==> config.mk <==
export PLATFORM = sky130hd
export DESIGN_NAME = factorial_mod_prime_skip_multiples_top
export DESIGN_NICKNAME = d
export VERILOG_FILES = /design/src/rtl/core/fmp_pkg.sv /design/src/rtl/core/factorial_mod_prime_skip_multiples_top.sv /design/src/rtl/core/fmp_modstep.sv
export SDC_FILE = /design/constraint.sdc
export NUM_CORES = 1
export LEC_CHECK = 0
export BUFFER_PORTS_ARGS = -buffer_cell sky130_fd_sc_hd__buf_2
export CAP_MARGIN = 10
export CORE_MARGIN = 4
export CORE_UTILIZATION = 30
export CTS_BUF_LIST = sky130_fd_sc_hd__clkbuf_8 sky130_fd_sc_hd__clkbuf_16
export CTS_CLUSTER_DIAMETER = 100
export DETAILED_ROUTE_END_ITERATION = 8
export PLACE_DENSITY = 0.47
export SLEW_MARGIN = 20
export SYNTH_ARGS = -nofsm -noshare
export SYNTH_HDL_FRONTEND = slang
export SYNTH_SLANG_ARGS = --single-unit
==> constraint.sdc <==
create_clock -name clk -period 4.7 [get_ports clk]
set_input_delay 0.47 -clock clk [delete_from_list [all_inputs] [get_ports clk]]
set_output_delay 0.47 -clock clk [all_outputs]
set_load 0.1 [all_outputs]
==> src/rtl/core/fmp_pkg.sv <==
// ----------------------------------------------------------------------------
// fmp_pkg: shared types and constants
// Default widths and the sequencer state type for the factorial-mod-prime block.
// ----------------------------------------------------------------------------
package fmp_pkg;

	localparam int unsigned MOD_BITS_DEF   = 16;
	localparam int unsigned COUNT_BITS_DEF = 60;

	typedef enum logic [2:0] {
		ST_IDLE,
		ST_DIV,
		ST_CHOOSE,
		ST_MUL,
		ST_FIN
	} state_t;

endpackage

==> src/rtl/core/factorial_mod_prime_skip_multiples_top.sv <==
// ----------------------------------------------------------------------------
// factorial_mod_prime_skip_multiples_top: product of non-multiples mod a prime
// Splits the count by the modulus, builds r! mod m by repeated modular
// multiplication and negates it when the quotient is odd (Wilson's theorem).
// ----------------------------------------------------------------------------
//
//   Channel | Handshake            | Fields
//   --------+----------------------+------------------------------
//   input   | in_valid / in_ready  | count_t [COUNT_BITS], modulus [MOD_BITS]
//   output  | out_valid / out_ready| residue [MOD_BITS]
//
// Per item: the transfer is taken, restoring division splits the count, each
// factor from 2 to r, and once more when the quotient is odd, goes through
// a choose state and a multiply pass, all on the one shift-add-reduce step in
// fmp_modstep, then the finish state; a zero modulus goes straight to finish.
// Reset clears the sequencer and the output valid. in_ready is high only in
// idle, and a result that finds the output register still full waits in finish.
// ----------------------------------------------------------------------------
module factorial_mod_prime_skip_multiples_top #(
	parameter int unsigned MOD_BITS   = fmp_pkg::MOD_BITS_DEF,
	parameter int unsigned COUNT_BITS = fmp_pkg::COUNT_BITS_DEF
) (
	input  logic                  clk,
	input  logic                  arst_n,
	input  logic                  in_valid,
	output logic                  in_ready,
	input  logic [COUNT_BITS-1:0] count_t,
	input  logic [MOD_BITS-1:0]   modulus,
	output logic                  out_valid,
	input  logic                  out_ready,
	output logic [MOD_BITS-1:0]   residue
);

	localparam int unsigned CNT_MAX = (COUNT_BITS > MOD_BITS) ? COUNT_BITS : MOD_BITS;
	localparam int unsigned CNT_W   = $clog2(CNT_MAX);

	localparam logic [CNT_W-1:0] DIV_LAST = CNT_W'(COUNT_BITS - 1);
	localparam logic [CNT_W-1:0] MUL_LAST = CNT_W'(MOD_BITS - 1);
	localparam logic [MOD_BITS-1:0] ONE   = MOD_BITS'(1);
	localparam logic [MOD_BITS-1:0] TWO   = MOD_BITS'(2);

	fmp_pkg::state_t state_q, state_d;

	// Working registers.
	logic [COUNT_BITS-1:0] t_q;      // count, shifted out MSB first
	logic [MOD_BITS-1:0]   m_q;      // modulus
	logic [MOD_BITS-1:0]   p_q;      // running remainder / partial product
	logic [MOD_BITS-1:0]   r_q;      // count mod modulus
	logic [MOD_BITS-1:0]   acc_q;    // factorial accumulator
	logic [MOD_BITS-1:0]   k_q;      // next factorial term
	logic [MOD_BITS-1:0]   mul_b_q;  // multiplier, shifted out MSB first
	logic [CNT_W-1:0]      cnt_q;    // bit counter
	logic                  odd_q;    // quotient is odd and negation still pending
	logic                  out_valid_q;
	logic [MOD_BITS-1:0]   residue_q;

	logic                  in_xfer;
	logic                  out_free;
	logic [MOD_BITS-1:0]   step_b;
	logic [MOD_BITS-1:0]   step_res;
	logic                  step_ge;
	logic                  cnt_done;
	logic                  term_left;

	assign in_xfer   = in_valid && in_ready;
	assign out_free  = !out_valid_q || out_ready;
	assign cnt_done  = (cnt_q == '0);
	assign term_left = (k_q <= r_q);

	// The shared unit: during division the addend is the next count bit,
	// during multiplication it is the accumulator when the multiplier bit is set.
	always_comb begin
		case (state_q)
			fmp_pkg::ST_DIV: step_b = {{(MOD_BITS-1){1'b0}}, t_q[COUNT_BITS-1]};
			fmp_pkg::ST_MUL: step_b = mul_b_q[MOD_BITS-1] ? acc_q : '0;
			default:         step_b = '0;
		endcase
	end

	fmp_modstep #(
		.MOD_BITS (MOD_BITS)
	) u_step (
		.a   (p_q),
		.b   (step_b),
		.m   (m_q),
		.res (step_res),
		.ge  (step_ge)
	);

	// Next-state logic.
	always_comb begin
		state_d = state_q;
		case (state_q)
			fmp_pkg::ST_IDLE: begin
				if (in_xfer) begin
					state_d = (modulus == '0) ? fmp_pkg::ST_FIN : fmp_pkg::ST_DIV;
				end
			end
			fmp_pkg::ST_DIV: begin
				if (cnt_done) begin
					state_d = fmp_pkg::ST_CHOOSE;
				end
			end
			fmp_pkg::ST_CHOOSE: begin
				if (term_left || odd_q) begin
					state_d = fmp_pkg::ST_MUL;
				end else begin
					state_d = fmp_pkg::ST_FIN;
				end
			end
			fmp_pkg::ST_MUL: begin
				if (cnt_done) begin
					state_d = fmp_pkg::ST_CHOOSE;
				end
			end
			fmp_pkg::ST_FIN: begin
				if (out_free) begin
					state_d = fmp_pkg::ST_IDLE;
				end
			end
			default: state_d = fmp_pkg::ST_IDLE;
		endcase
	end

	// Output logic.
	always_comb begin
		in_ready  = (state_q == fmp_pkg::ST_IDLE);
		out_valid = out_valid_q;
		residue   = residue_q;
	end

	always_ff @(posedge clk or negedge arst_n) begin
		if (!arst_n) begin
			state_q     <= fmp_pkg::ST_IDLE;
			out_valid_q <= 1'b0;
		end else begin
			state_q <= state_d;
			if (state_q == fmp_pkg::ST_FIN && out_free) begin
				out_valid_q <= 1'b1;
			end else if (out_ready) begin
				out_valid_q <= 1'b0;
			end
		end
	end

	// Datapath registers; their contents only matter once the sequencer loads them.
	always_ff @(posedge clk) begin
		case (state_q)
			fmp_pkg::ST_IDLE: begin
				if (in_xfer) begin
					t_q   <= count_t;
					m_q   <= modulus;
					p_q   <= '0;
					acc_q <= '0;
					odd_q <= 1'b0;
					cnt_q <= DIV_LAST;
				end
			end
			fmp_pkg::ST_DIV: begin
				p_q   <= step_res;
				t_q   <= {t_q[COUNT_BITS-2:0], 1'b0};
				cnt_q <= cnt_q - CNT_W'(1);
				if (cnt_done) begin
					// The last quotient bit decides the sign.
					odd_q <= step_ge;
					r_q   <= step_res;
					k_q   <= TWO;
					acc_q <= (m_q == ONE) ? '0 : ONE;
				end
			end
			fmp_pkg::ST_CHOOSE: begin
				p_q   <= '0;
				cnt_q <= MUL_LAST;
				if (term_left) begin
					mul_b_q <= k_q;
					k_q     <= k_q + ONE;
				end else if (odd_q) begin
					mul_b_q <= m_q - ONE;
					odd_q   <= 1'b0;
				end
			end
			fmp_pkg::ST_MUL: begin
				p_q     <= step_res;
				mul_b_q <= {mul_b_q[MOD_BITS-2:0], 1'b0};
				cnt_q   <= cnt_q - CNT_W'(1);
				if (cnt_done) begin
					acc_q <= step_res;
				end
			end
			fmp_pkg::ST_FIN: begin
				if (out_free) begin
					residue_q <= acc_q;
				end
			end
			default: begin
			end
		endcase
	end

endmodule

==> src/rtl/core/fmp_modstep.sv <==
// ----------------------------------------------------------------------------
// fmp_modstep: shared modular shift-add step
// Computes (2*a + b) mod m for a < m and b < m by subtracting 2*m, m or nothing.
// ----------------------------------------------------------------------------
module fmp_modstep #(
	parameter int unsigned MOD_BITS = fmp_pkg::MOD_BITS_DEF
) (
	input  logic [MOD_BITS-1:0] a,
	input  logic [MOD_BITS-1:0] b,
	input  logic [MOD_BITS-1:0] m,
	output logic [MOD_BITS-1:0] res,
	output logic                ge
);

	localparam int unsigned W = MOD_BITS + 2;

	logic [W-1:0] sum;
	logic [W-1:0] m1;
	logic [W-1:0] m2;
	logic [W-1:0] red;

	always_comb begin
		sum = {1'b0, a, 1'b0} + {2'b00, b};
		m1  = {2'b00, m};
		m2  = {1'b0, m, 1'b0};
		ge  = (sum >= m1);
		// The sum stays below three times the modulus, so two compares suffice.
		if (sum >= m2) begin
			red = sum - m2;
		end else if (ge) begin
			red = sum - m1;
		end else begin
			red = sum;
		end
		res = red[MOD_BITS-1:0];
	end

endmodule

==> metrics, run 1 <==
setup TNS 0 ps; Yosys top cell by area edfxtp_1; Setup crit start kind flop; CTS tree yes; syn_nets 1120; post-synthesis sequential area ratio 0.501; Synth top area share 0.492; DIE HEIGHT 199 um; DP Wirelength 23500 um; initial antenna violation count 7; Area growth syn-to-layout 25.7%; CP arrival 4870 ps; Final ANT Viol Nets 0; Finished Layout Cells 1634; WHS 201 ps; Unique masters post-synth 63; H-tree level count 4; Placer Congestion 0.847; Final Cell Area 13700 um^2; GR Overflow Total 0; asr flop ratio synth 0.0219; clk buf depth 2; Worst Setup End Kind flop; I/O Buffers 97; Worst Hold Depth 1; Finish-stage setup viols 0; fillers 3538; share of layout cells above drive strength 1 0.321; Synth Flop Type edfxtp_1; commonest cells after routing, fill and taps aside 179 x edfxtp_1, 97 x buf_2, 94 x buf_4, 75 x nand2_1, 66 x nor2_1; Initial Utilization 0.306; Rows 69; Final nets 1304; min Tclk post-route 4680 ps; Crit Path Max Fanout 8; total CTS buffers 17; vias per cell 4.93; Slew Limit Fails 0; Cell Count Post-Placement 1586; routed via count 8061; Initial DRC Count 497; DIE AREA 39600 um^2; Yosys warnings 0; DRT Pass-1 Iters 5; vias in the first global route 8102; critical path type reg2reg; FF+latch count, synth 183; placed cell area 12600 um^2; I/O pins 98; clock skew 16.0 ps; largest net degree at the start of global routing 49; Slew @ Worst Pin 1100 ps; Placeable Area 35700 um^2; Post-synth EDFFs 179; status complete, no violations; synth top area cells edfxtp_1 49%, ha_1 7.7%, mux2_2 6.5%, xnor2_1 3.0%, a21oi_1 2.7%; clock transition at the registers of the reported paths 80 ps; RSZ-0062 raised after global routing yes; Avg Inst Size Synth 11.3 um^2; Clk Tree Root Cell clkbuf_16; max cap viols 0; final hold vios 0; Critical Path RT 4900 ps; worst r2r path cells 19; Syn Std Cell Area 10900 um^2; Clock Latency Late Sink 450 ps; Cells after Synth 970; most common cell after layout, fill and taps aside edfxtp_1; Tcrit/Tclk final 0.995; CTS sink count 183; gr usage total 0.156; # DRC 0; Max transition margin 0.269; DR WL/cell 18.7 um; drt total wl 30600 um; worst min-delay path category in2reg; fmax 214 MHz; Die Wd 199 um; first-pass GRT wire length 47300 um
flip-flops by register name, indices dropped and copies added, names as in the netlist:
| signal | flops |
|---|---|
| r_q | 16 |
| m_q | 16 |
| p_q | 16 |
| out_valid | 1 |
| t_q | 60 |
| odd_q | 1 |
| mul_b_q | 16 |
| state_q | 3 |
| acc_q | 16 |
| cnt_q | 6 |
| k_q | 16 |
| residue | 16 |
Yosys cell counts (8+ instances only):
| master | instances |
|---|---|
| mux2i_1 | 24 |
| a21oi_1 | 58 |
| nand2_1 | 77 |
| nand2b_1 | 8 |
| nand3_1 | 18 |
| nor4_1 | 8 |
| mux2_2 | 63 |
| o31ai_1 | 9 |
| edfxtp_1 | 179 |
| or3_1 | 13 |
| nand4_1 | 10 |
| nor2b_1 | 10 |
| o211ai_1 | 8 |
| ha_1 | 67 |
| nor3_1 | 23 |
| a21o_1 | 15 |
| o21a_1 | 10 |
| inv_1 | 52 |
| nor2_1 | 70 |
| a211oi_1 | 21 |
| clkbuf_1 | 21 |
| and3_1 | 23 |
| o21ai_0 | 44 |
| xor2_1 | 24 |
| xnor2_1 | 37 |
layout make-up:
class | instances | area, um^2 | share of cell area
Antenna cell | 6 | 15.0 | 0.00109
Clock buffer | 17 | 425 | 0.0310
Clock inverter | 15 | 184 | 0.0134
Inverter | 52 | 195 | 0.0142
Multi-Input combinational cell | 702 | 5570 | 0.405
Sequential cell | 183 | 5480 | 0.398
Tap cell | 461 | 577 | 0.0420
Timing Repair Buffer | 198 | 1300 | 0.0949
what timing repair did:
item	in CTS	in global routing
pin swaps	6	32
hold buffers	1	0
endpoints found under the hold margin	4	0
setup endpoints to repair	47	48
resized for setup	14	58
buffers inserted	1	8
routing by layer:
layer,vias up,wire (um),track usage
met5,-,34,0
met4,6,765,0.0545
met3,40,1560,0.0440
met2,166,13500,0.237
met1,3853,14700,0.215
li1,3996,-,-
critical path: stages (launching register included):
cell,delay [ps]
dfrtp_1,410
nor2b_4,120
and2_4,190
and3_4,220
ha_4,210
a211oi_4,270
o211ai_2,160
a221oi_2,300
o21bai_1,130
a21oi_1,200
xor2_1,310
inv_2,120
ha_4,170
or3_4,310
a41o_1,230
a2bb2oi_2,190
o211ai_1,250
buf_4,280
buf_12,130
o211a_1,210
through the flow:
stage           util  worst slack [ps]
2_1_floorplan      -             -4.15
3_3_place_gp   0.354             -84.0
3_5_place_dp   0.354              -241
4_1_cts        0.374              19.9
5_1_grt        0.384              -111
6_report       0.385              24.6
path summary, 6_finish.rpt:
| kind | startpoint | end | slack, ps |
|---|---|---|---|
| max | state_q[2] | acc_q[3] | 20 |
| min | modulus[13] | m_q[13] | 200 |
| max reg2reg | state_q[2] | acc_q[3] | 20 |
| min reg2reg | acc_q[1] | residue[1] | 480 |
| max in group asynchronous | arst_n | state_q[0] | 4190 |
| min in group asynchronous | arst_n | out_valid | 360 |
kinds of logic after synthesis:
| kind of cell | Yosys count | synth area share |
|---|---|---|
| mux | 87 | 0.0869 |
| xor+xnor | 62 | 0.0504 |
| fa+ha+maj | 70 | 0.0822 |
| compound gates | 208 | 0.125 |
| simple gates | 275 | 0.122 |
| buf+inv | 85 | 0.0338 |
| flops | 183 | 0.501 |
Power of run 1 is left out: the tool's default activity adds up to more than one toggle a clock period on the data nets, which glitch-free logic cannot reach.
==> run 2: changes to the inputs <==
Settings changed: CORE_UTILIZATION 30 to 55, PLACE_DENSITY 0.47 to 0.77.
==> metrics, run 2 (same netlist as run 1, synthesis figures left out) <==
Placeable Area 19500 um^2; most common cell after layout, fill and taps aside edfxtp_1; Max transition margin 0.429; # DRC 0; failing checks setup timing; share of layout cells above drive strength 1 0.318; Initial Utilization 0.560; DIE HEIGHT 149 um; Setup crit start kind flop; Final ANT Viol Nets 0; Buf/Inv on CP 6; clk buf depth 2; Clk Tree Root Cell clkbuf_16; Largest register FFs 60; first-pass GRT wire length 42800 um; final worst slack -14.6 ps; DR WL/cell 20.1 um; Die Wd 149 um; clock transition at the registers of the reported paths 90 ps; final hold vios 0; Slew @ Worst Pin 856 ps; CTS tree yes; crit-path leading delay family compound AO/OA/AOI/OAI gates; Clock Latency Late Sink 450 ps; vias per cell 6.01; Finish-stage setup viols 4; initial antenna violation count 0; Register-to-Register Setup Slack -10 ps; setup TNS -31.8 ps; Slew Limit Fails 0; GR Overflow Total 0; gr usage total 0.248; Critical Path Slowest Stage Cell dfrtp_1; Worst Setup End Kind flop; status finished, violations left; # diodes 0; DIE AREA 22200 um^2; Critical Path RT 4910 ps; CTS sink count 183; crit-path max cell delay 390 ps; worst min-delay path category in2reg; Initial DRC Count 706; min Tclk post-route 4710 ps; Placer Congestion 0.941; routed via count 8567; commonest cells after routing, fill and taps aside 179 x edfxtp_1, 97 x buf_2, 84 x buf_4, 76 x nand2_1, 67 x nor2_1; fmax 212 MHz; I/O pins 98; CP arrival 4920 ps; Final nets 1297; DRT Pass-1 Iters 5; fillers 1378; Crit Path Max Fanout 5; I/O Buffers 97; max cap viols 0; vias in the first global route 8107; DP Wirelength 20200 um; CP cell instances nor2b_4, and2_4, and3_1, buf_4, fa_2, a211oi_2, buf_4, o21ai_1, xor2_1, buf_4, ha_4, and4_4, buf_4, o31ai_2, a311o_1, a31oi_4, nor3_4, buf_6, buf_12, mux2_4, o211a_1; drt total wl 28600 um; RSZ-0062 raised after global routing yes; Area growth syn-to-layout 24.1%; Tcrit/Tclk final 1.00; Biggest register t_q; largest net degree at the start of global routing 34; cell mode on critical path buf_4; H-tree level count 4; Rows 51; total CTS buffers 17; clock skew 12.8 ps; critical path type reg2reg
run 2: cell count changes in the layout (fill, tap and decap cells not counted), moves of 4 or more:
cell     delta
inv_12      +5
buf_4      -10
ha_4        +4
diode_2     -6
run 2: area by class of cell:
type | instances | area (um^2) | area share
timing repair buffer | 190 | 1260 | 0.0932
tap | 265 | 332 | 0.0244
multi-input combinational | 703 | 5670 | 0.418
sequential | 183 | 5480 | 0.404
inverter | 52 | 195 | 0.0144
clock inverter | 15 | 208 | 0.0153
clock buffer | 17 | 425 | 0.0314
run 2: what timing repair did:
action,in CTS,in global routing
pin swaps,11,34
buffers inserted,1,10
endpoints found under the hold margin,4,0
cloned,1,2
setup endpoints to repair,47,48
hold buffers,1,0
resized for setup,17,62
run 2: stage by stage:
| stage | std cells | worst slack [ps] | instance area (um^2) | util | hold slack [ps] |
|---|---|---|---|---|---|
| 2_1_floorplan | 970 | -4.15 | 11100 | - | 174 |
| 3_3_place_gp | 1378 | -58.1 | 12300 | 0.630 | 297 |
| 3_5_place_dp | 1378 | -203 | 12300 | 0.630 | 297 |
| 4_1_cts | 1413 | 1.85 | 13100 | 0.668 | 191 |
| 5_1_grt | 1425 | -181 | 13600 | 0.695 | 185 |
| 6_report | 1425 | -14.6 | 13600 | 0.695 | 201 |
run 2: worst reg2reg max path: stages, from the launching register on:
cell and delay, ps:
dfrtp_1 390, nor2b_4 130, and2_4 170, and3_1 220
buf_4 150, fa_2 350, a211oi_2 300, buf_4 170
o21ai_1 60, xor2_1 230, buf_4 180, ha_4 220
and4_4 200, buf_4 130, o31ai_2 70, a311o_1 310
a31oi_4 120, nor3_4 270, buf_6 140, buf_12 120
mux2_4 320, o211a_1 230
run 2: routing by layer:
metal / part of all wire / GRT usage
met1: 0.41 / 0.340
met2: 0.47 / 0.388
met3: 0.085 / 0.0556
met4: 0.033 / 0.0984
met5: 0 / 0
run 2: final timing paths:
path / from / end / cells past startpoint
worst max-delay path: state_q[0] / p_q[3] / 21
worst min-delay path: modulus[5] / m_q[5] / 1
worst max register to register: state_q[0] / p_q[3] / 21
worst min register to register: acc_q[15] / residue[15] / 0
max in group asynchronous: arst_n / state_q[2] / 2
min in group asynchronous: arst_n / out_valid / 2
Power of run 2 is left out for the same reason.
